===== src/hw/rtl/refcounted_two_pool_buffer_allocator_defines.svh =====
// assertion macros shared by the allocator rtl
`ifndef REFCOUNTED_TWO_POOL_BUFFER_ALLOCATOR_DEFINES_SVH
`define REFCOUNTED_TWO_POOL_BUFFER_ALLOCATOR_DEFINES_SVH

// same-cycle implication, sampled on clk, off while rst is high
`define RCPOOL_ASSERT_NOW(lbl, ante, cons, msg) \
  lbl: assert property (@(posedge clk) disable iff (rst) (ante) |-> (cons)) \
    else $error(msg);

// next-cycle implication, sampled on clk, off while rst is high
`define RCPOOL_ASSERT_NEXT(lbl, ante, cons, msg) \
  lbl: assert property (@(posedge clk) disable iff (rst) (ante) |=> (cons)) \
    else $error(msg);

`endif


===== src/hw/rtl/rcpool_pkg.sv =====
// types and codes of the two-pool reference-counted buffer allocator
package rcpool_pkg;

  localparam logic [1:0] OP_ALLOC_TX = 2'd0;
  localparam logic [1:0] OP_ALLOC_RX = 2'd1;
  localparam logic [1:0] OP_ADD_REF  = 2'd2;
  localparam logic [1:0] OP_DROP_REF = 2'd3;

  localparam logic [1:0] ST_OK    = 2'd0;
  localparam logic [1:0] ST_EMPTY = 2'd1;
  localparam logic [1:0] ST_ZERO  = 2'd2;
  localparam logic [1:0] ST_SAT   = 2'd3;

  typedef struct packed {
    logic [1:0] op;
    logic [4:0] handle;
  } req_word_t;

  typedef struct packed {
    logic [1:0] status;
    logic [4:0] granted_handle;
    logic       returned_to_pool;
    logic [4:0] tx_free_count;
    logic [4:0] rx_free_count;
  } rsp_word_t;

  typedef enum logic [2:0] {
    KIND_ALLOC_TX = 3'd0,
    KIND_ALLOC_RX = 3'd1,
    KIND_ADD      = 3'd2,
    KIND_DROP     = 3'd3,
    KIND_BAD      = 3'd4
  } job_kind_t;

  typedef struct packed {
    job_kind_t  kind;
    logic [4:0] handle;
    logic       is_rx;
  } job_t;

endpackage


===== src/hw/rtl/rcpool_queue.sv =====
// two-entry job queue between the classifier and the executor
module rcpool_queue (
  input  logic              clk,
  input  logic              rst,
  input  logic              push,
  input  rcpool_pkg::job_t  push_job,
  output logic              space,
  input  logic              pop,
  output logic              head_valid,
  output rcpool_pkg::job_t  head_job
);
  import rcpool_pkg::*;

  localparam logic [1:0] DEPTH = 2'd2;

  job_t       slots [2];
  logic       wr_ptr;
  logic       rd_ptr;
  logic [1:0] fill;

  logic do_push;
  logic do_pop;

  assign space      = (fill != DEPTH);
  assign head_valid = (fill != 2'd0);
  assign head_job   = slots[rd_ptr];
  assign do_push    = push && space;
  assign do_pop     = pop && head_valid;

  always_ff @(posedge clk) begin
    if (do_push) begin
      slots[wr_ptr] <= push_job;
    end
  end

  always_ff @(posedge clk) begin
    if (rst) begin
      wr_ptr <= 1'b0;
      rd_ptr <= 1'b0;
      fill   <= 2'd0;
    end else begin
      if (do_push) begin
        wr_ptr <= ~wr_ptr;
      end
      if (do_pop) begin
        rd_ptr <= ~rd_ptr;
      end
      case ({do_push, do_pop})
        2'b10:   fill <= fill + 2'd1;
        2'b01:   fill <= fill - 2'd1;
        default: fill <= fill;
      endcase
    end
  end

endmodule


===== src/hw/rtl/rcpool_front.sv =====
// request intake: classifies each word by op and handle range
module rcpool_front #(
  parameter int TX_ENTRIES = 16,
  parameter int RX_ENTRIES = 16
) (
  input  logic                  req_valid,
  output logic                  req_ready,
  input  rcpool_pkg::req_word_t req_word,
  input  logic                  clearing,
  input  logic                  q_space,
  output logic                  q_push,
  output rcpool_pkg::job_t      q_job
);
  import rcpool_pkg::*;

  localparam int TOTAL = TX_ENTRIES + RX_ENTRIES;

  logic [31:0] h32;

  assign h32       = 32'(req_word.handle);
  assign req_ready = q_space && !clearing;
  assign q_push    = req_valid && req_ready;

  always_comb begin
    q_job.handle = req_word.handle;
    q_job.is_rx  = (h32 >= 32'(TX_ENTRIES));
    case (req_word.op)
      OP_ALLOC_TX: q_job.kind = KIND_ALLOC_TX;
      OP_ALLOC_RX: q_job.kind = KIND_ALLOC_RX;
      OP_ADD_REF:  q_job.kind = (h32 >= 32'(TOTAL)) ? KIND_BAD : KIND_ADD;
      OP_DROP_REF: q_job.kind = (h32 >= 32'(TOTAL)) ? KIND_BAD : KIND_DROP;
      default:     q_job.kind = KIND_BAD;
    endcase
  end

endmodule


===== src/hw/rtl/rcpool_back.sv =====
// executor: free stacks, reference counts and the response register
module rcpool_back #(
  parameter int TX_ENTRIES  = 16,
  parameter int RX_ENTRIES  = 16,
  parameter int COUNT_WIDTH = 8
) (
  input  logic                  clk,
  input  logic                  rst,
  input  logic                  q_valid,
  input  rcpool_pkg::job_t      q_job,
  output logic                  q_pop,
  output logic                  clearing,
  output logic                  rsp_valid,
  input  logic                  rsp_ready,
  output rcpool_pkg::rsp_word_t rsp_word
);
  import rcpool_pkg::*;
  `include "refcounted_two_pool_buffer_allocator_defines.svh"

  localparam int TOTAL = TX_ENTRIES + RX_ENTRIES;
  localparam int TXW   = (TX_ENTRIES > 1) ? $clog2(TX_ENTRIES) : 1;
  localparam int RXW   = (RX_ENTRIES > 1) ? $clog2(RX_ENTRIES) : 1;
  localparam int HW    = $clog2(TOTAL);
  localparam int TXCW  = $clog2(TX_ENTRIES + 1);
  localparam int RXCW  = $clog2(RX_ENTRIES + 1);
  localparam logic [COUNT_WIDTH-1:0] RC_MAX = {COUNT_WIDTH{1'b1}};

  typedef enum logic [2:0] {
    S_CLEAR = 3'b001,
    S_READ  = 3'b010,
    S_EXEC  = 3'b100
  } state_t;

  state_t state;
  state_t state_next;

  logic [TXW-1:0]         tx_stack [TX_ENTRIES];
  logic [RXW-1:0]         rx_stack [RX_ENTRIES];
  logic [COUNT_WIDTH-1:0] refcnt   [TOTAL];

  logic [TXCW-1:0]        tx_cnt;
  logic [TXCW-1:0]        tx_cnt_next;
  logic [RXCW-1:0]        rx_cnt;
  logic [RXCW-1:0]        rx_cnt_next;
  logic [HW-1:0]          clr_idx;

  logic [TXW-1:0]         tx_rd;
  logic [RXW-1:0]         rx_rd;
  logic [COUNT_WIDTH-1:0] rc_rd;

  logic [HW-1:0]          hidx;
  logic                   out_free;
  logic                   fire;

  logic                   rc_we;
  logic [HW-1:0]          rc_wa;
  logic [COUNT_WIDTH-1:0] rc_wd;
  logic                   tx_we;
  logic [TXW-1:0]         tx_wa;
  logic [TXW-1:0]         tx_wd;
  logic                   rx_we;
  logic [RXW-1:0]         rx_wa;
  logic [RXW-1:0]         rx_wd;

  rsp_word_t              rsp_next;

  assign hidx     = HW'(q_job.handle);
  assign out_free = !rsp_valid || rsp_ready;
  assign fire     = (state == S_EXEC) && out_free;
  assign q_pop    = fire;
  assign clearing = (state == S_CLEAR);

  always_comb begin
    state_next = state;
    case (state)
      S_CLEAR: if (32'(clr_idx) == 32'(TOTAL - 1)) state_next = S_READ;
      S_READ:  if (q_valid) state_next = S_EXEC;
      S_EXEC:  if (out_free) state_next = S_READ;
      default: state_next = S_CLEAR;
    endcase
  end

  // one job's effect on stacks, counts and the response
  always_comb begin
    rsp_next.status           = ST_OK;
    rsp_next.granted_handle   = 5'd0;
    rsp_next.returned_to_pool = 1'b0;
    tx_cnt_next = tx_cnt;
    rx_cnt_next = rx_cnt;
    rc_we = 1'b0;
    rc_wa = hidx;
    rc_wd = '0;
    tx_we = 1'b0;
    tx_wa = TXW'(tx_cnt);
    tx_wd = TXW'(q_job.handle);
    rx_we = 1'b0;
    rx_wa = RXW'(rx_cnt);
    rx_wd = RXW'(32'(q_job.handle) - 32'(TX_ENTRIES));
    case (q_job.kind)
      KIND_ALLOC_TX: begin
        if (tx_cnt == '0) begin
          rsp_next.status = ST_EMPTY;
        end else begin
          tx_cnt_next = tx_cnt - TXCW'(1);
          rc_we = 1'b1;
          rc_wa = HW'(tx_rd);
          rc_wd = COUNT_WIDTH'(1);
          rsp_next.granted_handle = 5'(tx_rd);
        end
      end
      KIND_ALLOC_RX: begin
        if (rx_cnt == '0) begin
          rsp_next.status = ST_EMPTY;
        end else begin
          rx_cnt_next = rx_cnt - RXCW'(1);
          rc_we = 1'b1;
          rc_wa = HW'(32'(TX_ENTRIES) + 32'(rx_rd));
          rc_wd = COUNT_WIDTH'(1);
          rsp_next.granted_handle = 5'(32'(TX_ENTRIES) + 32'(rx_rd));
        end
      end
      KIND_ADD: begin
        if (rc_rd == '0) begin
          rsp_next.status = ST_ZERO;
        end else if (rc_rd == RC_MAX) begin
          rsp_next.status = ST_SAT;
        end else begin
          rc_we = 1'b1;
          rc_wd = rc_rd + COUNT_WIDTH'(1);
        end
      end
      KIND_DROP: begin
        if (rc_rd == '0) begin
          rsp_next.status = ST_ZERO;
        end else begin
          rc_we = 1'b1;
          rc_wd = rc_rd - COUNT_WIDTH'(1);
          if (rc_rd == COUNT_WIDTH'(1)) begin
            rsp_next.returned_to_pool = 1'b1;
            if (!q_job.is_rx) begin
              if (32'(tx_cnt) < 32'(TX_ENTRIES)) begin
                tx_we = 1'b1;
                tx_cnt_next = tx_cnt + TXCW'(1);
              end
            end else begin
              if (32'(rx_cnt) < 32'(RX_ENTRIES)) begin
                rx_we = 1'b1;
                rx_cnt_next = rx_cnt + RXCW'(1);
              end
            end
          end
        end
      end
      default: rsp_next.status = ST_ZERO;
    endcase
    rsp_next.tx_free_count = 5'(tx_cnt_next);
    rsp_next.rx_free_count = 5'(rx_cnt_next);
  end

  // memories: registered reads in the read step, writes on execute or clear
  always_ff @(posedge clk) begin
    if (state == S_READ) begin
      tx_rd <= tx_stack[TXW'(tx_cnt - TXCW'(1))];
      rx_rd <= rx_stack[RXW'(rx_cnt - RXCW'(1))];
      rc_rd <= refcnt[hidx];
    end
  end

  always_ff @(posedge clk) begin
    if (state == S_CLEAR) begin
      if (32'(clr_idx) < 32'(TX_ENTRIES)) begin
        tx_stack[TXW'(clr_idx)] <= TXW'(clr_idx);
      end
    end else if (fire && tx_we) begin
      tx_stack[tx_wa] <= tx_wd;
    end
  end

  always_ff @(posedge clk) begin
    if (state == S_CLEAR) begin
      if (32'(clr_idx) < 32'(RX_ENTRIES)) begin
        rx_stack[RXW'(clr_idx)] <= RXW'(clr_idx);
      end
    end else if (fire && rx_we) begin
      rx_stack[rx_wa] <= rx_wd;
    end
  end

  always_ff @(posedge clk) begin
    if (state == S_CLEAR) begin
      refcnt[clr_idx] <= '0;
    end else if (fire && rc_we) begin
      refcnt[rc_wa] <= rc_wd;
    end
  end

  always_ff @(posedge clk) begin
    if (fire) begin
      rsp_word <= rsp_next;
    end
  end

  always_ff @(posedge clk) begin
    if (rst) begin
      state     <= S_CLEAR;
      clr_idx   <= '0;
      tx_cnt    <= TXCW'(TX_ENTRIES);
      rx_cnt    <= RXCW'(RX_ENTRIES);
      rsp_valid <= 1'b0;
    end else begin
      state <= state_next;
      if (state == S_CLEAR) begin
        clr_idx <= clr_idx + HW'(1);
      end
      if (fire) begin
        tx_cnt    <= tx_cnt_next;
        rx_cnt    <= rx_cnt_next;
        rsp_valid <= 1'b1;
      end else if (rsp_ready) begin
        rsp_valid <= 1'b0;
      end
    end
  end

  `RCPOOL_ASSERT_NEXT(a_read_to_exec, (state == S_READ) && q_valid, state == S_EXEC,
    "job fetched but executor did not move to execute")

  `RCPOOL_ASSERT_NEXT(a_tx_alloc_pops,
    fire && (q_job.kind == KIND_ALLOC_TX) && (tx_cnt != '0),
    tx_cnt == $past(tx_cnt) - TXCW'(1), "transmit allocation did not pop one entry")

  `RCPOOL_ASSERT_NEXT(a_tx_release_pushes,
    fire && (q_job.kind == KIND_DROP) && !q_job.is_rx && (rc_rd == COUNT_WIDTH'(1))
      && (32'(tx_cnt) < 32'(TX_ENTRIES)),
    tx_cnt == $past(tx_cnt) + TXCW'(1), "released transmit buffer was not pushed")

  `RCPOOL_ASSERT_NEXT(a_fire_gives_rsp, fire, rsp_valid,
    "executed job left no response")

endmodule


===== src/hw/rtl/refcounted_two_pool_buffer_allocator.sv =====
// top level of the two-pool reference-counted buffer allocator
//
// request channel req_valid/req_ready/req_word carries one op word: allocate
// transmit, allocate receive, add reference or drop reference on a handle.
// response channel rsp_valid/rsp_ready/rsp_word returns exactly one word per
// request, in order: status, granted handle, release flag and both free counts.
// a front stage classifies each word by op and handle range and places it in a
// two-entry queue; the back stage runs one job at a time: a registered read of
// the free stacks and reference counts, then the update. after rst the back
// stage sweeps all TX_ENTRIES + RX_ENTRIES entries, one a cycle, reloading
// both stacks with the highest index on top and zeroing the counts; req_ready
// stays low during the sweep.
// when the receiver stalls the response register holds its word, the executor
// waits behind it and the queue keeps taking requests until it is full
module refcounted_two_pool_buffer_allocator #(
  parameter int TX_ENTRIES  = 16,
  parameter int RX_ENTRIES  = 16,
  parameter int COUNT_WIDTH = 8
) (
  input  logic                  clk,
  input  logic                  rst,
  input  logic                  req_valid,
  output logic                  req_ready,
  input  rcpool_pkg::req_word_t req_word,
  output logic                  rsp_valid,
  input  logic                  rsp_ready,
  output rcpool_pkg::rsp_word_t rsp_word
);
  import rcpool_pkg::*;

  // front to queue
  logic q_space;
  logic q_push;
  job_t q_job_in;

  // queue to back
  logic q_valid;
  logic q_pop;
  job_t q_head;

  // reset sweep in progress, holds off intake
  logic clearing;

  rcpool_front #(
    .TX_ENTRIES (TX_ENTRIES),
    .RX_ENTRIES (RX_ENTRIES)
  ) u_front (
    .req_valid (req_valid),
    .req_ready (req_ready),
    .req_word  (req_word),
    .clearing  (clearing),
    .q_space   (q_space),
    .q_push    (q_push),
    .q_job     (q_job_in)
  );

  rcpool_queue u_queue (
    .clk        (clk),
    .rst        (rst),
    .push       (q_push),
    .push_job   (q_job_in),
    .space      (q_space),
    .pop        (q_pop),
    .head_valid (q_valid),
    .head_job   (q_head)
  );

  rcpool_back #(
    .TX_ENTRIES  (TX_ENTRIES),
    .RX_ENTRIES  (RX_ENTRIES),
    .COUNT_WIDTH (COUNT_WIDTH)
  ) u_back (
    .clk       (clk),
    .rst       (rst),
    .q_valid   (q_valid),
    .q_job     (q_head),
    .q_pop     (q_pop),
    .clearing  (clearing),
    .rsp_valid (rsp_valid),
    .rsp_ready (rsp_ready),
    .rsp_word  (rsp_word)
  );

endmodule

===== config.mk =====
export PLATFORM = sky130hd
export DESIGN_NAME = refcounted_two_pool_buffer_allocator
export DESIGN_NICKNAME = d
export VERILOG_FILES = /design/src/hw/rtl/rcpool_pkg.sv /design/src/hw/rtl/rcpool_queue.sv /design/src/hw/rtl/rcpool_front.sv /design/src/hw/rtl/rcpool_back.sv /design/src/hw/rtl/refcounted_two_pool_buffer_allocator.sv
export VERILOG_INCLUDE_DIRS = /design/src /design/src/hw/rtl
export SDC_FILE = /design/constraint.sdc
export NUM_CORES = 1
export LEC_CHECK = 0
export BUFFER_PORTS_ARGS = -buffer_cell sky130_fd_sc_hd__buf_2
export CORE_ASPECT_RATIO = 1.4
export CORE_MARGIN = 5
export CORE_UTILIZATION = 50
export CTS_CLUSTER_DIAMETER = 80
export CTS_CLUSTER_SIZE = 16
export DETAILED_ROUTE_END_ITERATION = 8
export PLACE_DENSITY_LB_ADDON = 0.15
export SETUP_SLACK_MARGIN = 0.15
export SKIP_LAST_GASP = 1
export SYNTH_ARGS = -nofsm -noshare
export SYNTH_HDL_FRONTEND = slang
export SYNTH_SLANG_ARGS = --single-unit

===== constraint.sdc =====
create_clock -name clk -period 9.9 [get_ports clk]
set_input_delay 0.495 -clock clk [delete_from_list [all_inputs] [get_ports clk]]
set_output_delay 0.495 -clock clk [all_outputs]
set_load 0.02 [all_outputs]

==> results.md <==
* Nets at ~1300
* Hold_buf cts at 0
* Synth unique cells at 74
* Starting DRT DRC Count at around 1200
* RSZ-0062 raised after global routing: false
* Die height at between 200 and 250 um
* Status: completed
* Postcts setup bufs at 0
* Clock tree buffer depth at 3
* Area grow syn2layout at 8.94%
* Setup CP Type: register to register
* Yosys top cell area share at 65.5%
* Total wire length at 48300 um
* Num ports at 31
* CTS tree: done
* Pwr dens at 160 nW/um^2
* Most common cell in the netlist: edfxtp_1
* Critical Path Fanout Max at 46
* CP top delay family: simple AND/OR/NAND/NOR gates
* Slowest stage delay, CP at between 900 and 1000 ps
* Drt drc at 0
* Root Buffer: clkbuf_16
* Die area at 43900 um^2
* Core Region at slightly below 40000 um^2
* Initial antenna violation count at 2
* Pre-CTS setup slack at slightly below 5000 ps
* Clk pin slew, worst setup/hold paths at ~70 ps
* CP dominant cell by count: inv_1
* Number of flops mapped to enable cells by yosys at approximately 430
* Slowest stage cell, crit path: nor3_1
* Synth warn at 0
* FMAX at 199 MHz
* Dpl cells at 1807
* Worst-Margin Slew at approximately 1300 ps
* Largest net degree at the start of global routing at 50
* Relative slew margins at roughly 14%
* Worst Slack Setup Final at about 5000 ps
* TritonCTS Buffers at 34
* Leakage at a little over 7 nW
* Die W at ~180 um
* Synthesized cell area at ~20000 um^2
* Fin. Hold Viols at 0
* Syn Inst Count at 1291
* Ys flop type: edfxtp_1
* Flops & latches, synth at roughly 460
* CTS resizes at 0
* ANT cells at 0
* Initial Util at between 50% and 60%
* Max Cap Violations at 0
* Clk_skew at ~19 ps
* Port bufs at 30
* Gr ovfl total at 0
* Hpwl dp at 32700 um
* Worst skew pair latency at 540 ps
* Post-synth ARST share at 0%
* Final setup violating endpoints at 0
* Synth top area cells: edfxtp_1, mux4_2, dfxtp_1
* CP arrival at approximately 5200 ps
* Number of routed nets with antenna violations at 0
* CP cell instances: buf_4, mux2i_1, inv_1, ha_1, inv_1, a31o_2, o2111ai_1, nand2_1, mux2_2, nor3_1
* Top post-synthesis cells by count: edfxtp_1, nor2_1, nand2_1, mux4_2, a211oi_1
* CP Data Required Time at 10050 ps
* Detailed-route via count at around 12000
* Per-cell routed wire length at 26.1 um
* Vias in the first global route at 11682
* Non-Filler Instances at 1855
* Crit end category: register
* First-pass GRT wire length at 73300 um
* Fin. max-slew vios at 0
* Most area-hungry cell type in the Yosys netlist: edfxtp_1
* VDD IR max at between 0.00015 and 0.0002 V
* TNS Setup at 0 ps
* Final min period at roughly 5000 ps
* Total GRT Usage at between 20 and 25%
* Synthesized Nets at between 1000 and 1500
* Critical path buffers and inverters at 3
* Drt first pass iters at 5
* RD Place Congestion at roughly 0.94
* Row count at 86
* Fraction of layout cells with a size suffix above 1 at 18.0%
* Avg Inst Size Synth at ~15 um^2
* HP Class: primary input to register
* Fillers at 3208
* Reg2reg setup slack at about 4900 ps
* CP startpoint kind: register
* Register area share after synthesis at between 60 and 70%
* Sink Count at 458
* Vias/cell at around 6.2
* H-tree depth at 2
* Fin crit share at 50.8%
* Min Hold Slack at between 150 and 200 ps
layer usage:
layer / vias up / share of wire (%) / global-route usage, % / routed length, um
met5: - / 0 / 0 / 0
met4: 0 / 4.3 / 8.74 / 2080
met3: 103 / 4.4 / 2.67 / 2100
met2: 408 / 53 / 39.8 / 25600
met1: 5847 / 38 / 27.8 / 18600
li1: 5210 / - / - / -
report_power, final:
part / leakage (nW) / internal (mW) / switching (mW) / total [mW]
sequential: 4.57 / 2.12 / 0.0106 / 2.13
clock: 0.451 / 0.634 / 0.623 / 1.26
combinational: 2.12 / 0.0175 / 0.0521 / 0.0696
final cells by class:
cell class / instances / area [um^2] / area share [%]
inverters: 29 / 109 / 0.502
well taps: 528 / 661 / 3.05
repair buffers: 70 / 450 / 2.08
clock buffers: 44 / 888 / 4.10
multi-input cells: 722 / 6000 / 27.7
flip-flops and latches: 458 / 13500 / 62.4
clock inverters: 4 / 42.5 / 0.196
cells in the final DEF (no fill, tap or decap), types with 4 or more instances in the layout:
cell type  count
inv_1         28
o2111ai_1     15
a41oi_1        4
mux4_2        88
nand2_1      100
o21bai_1      14
xor2_1         4
a31oi_1       14
ha_1          17
mux2i_1        8
or3_1         11
nand2b_1       9
edfxtp_1     434
nand3_1       26
clkbuf_1      10
nor2_1       101
mux2_2         5
and3_1        11
o41ai_1       16
a21oi_1       50
nor3_1        31
xnor2_1        7
a211oi_1      61
clkbuf_16     34
buf_2         30
nor4b_1        4
dfxtp_1       23
nor4_1        11
o211ai_1       5
o22ai_1        4
nor4_2         8
o21ai_0       19
a311oi_1       7
buf_4         40
worst paths after layout:
check / endpoint / startpoint / depth (start not counted)
worst max register to register: u_back.refcnt[9][6] / register / 10
worst max-delay path: u_back.refcnt[9][6] / register / 10
worst min-delay path: u_queue.slots[1][4] / req_word[3] / 1
worst min register to register: u_back.state[2] / u_back.state[0] / 1
per-stage QoR:
| step | util, % | instance area, um^2 | power [mW] |
|---|---|---|---|
| global placement | 52.6 | 20700 | 2.25 |
| detailed placement | 52.6 | 20700 | 2.25 |
| CTS | 55.0 | 21700 | 3.49 |
| finish | 55.0 | 21700 | 3.46 |
| floorplan | - | 19900 | 2.21 |
| global route | 55.0 | 21700 | 3.57 |
cells by family after synthesis:
logic type / count (synthesis) / synth area share, %
fa+ha+maj: 17 / 1.07
simple gates: 340 / 8.19
compound gates: 250 / 9.19
flops: 458 / 68.0
xor+xnor: 11 / 0.484
mux: 104 / 10.8
buf+inv: 111 / 2.32
state kept, by name, indices dropped and copies added, names as in the netlist, named ones only:
name              count
u_back.clr_idx        5
u_back.rc_rd          8
u_back.refcnt       256
u_back.rsp_valid      1
u_back.rsp_word      18
u_back.rx_cnt         5
u_back.rx_rd          4
u_back.rx_stack      64
u_back.state          3
u_back.tx_cnt         5
u_back.tx_rd          4
u_back.tx_stack      64
u_queue.fill          2
u_queue.rd_ptr        1
u_queue.slots        16
u_queue.wr_ptr        1
(Power assumes the default switching activity.)
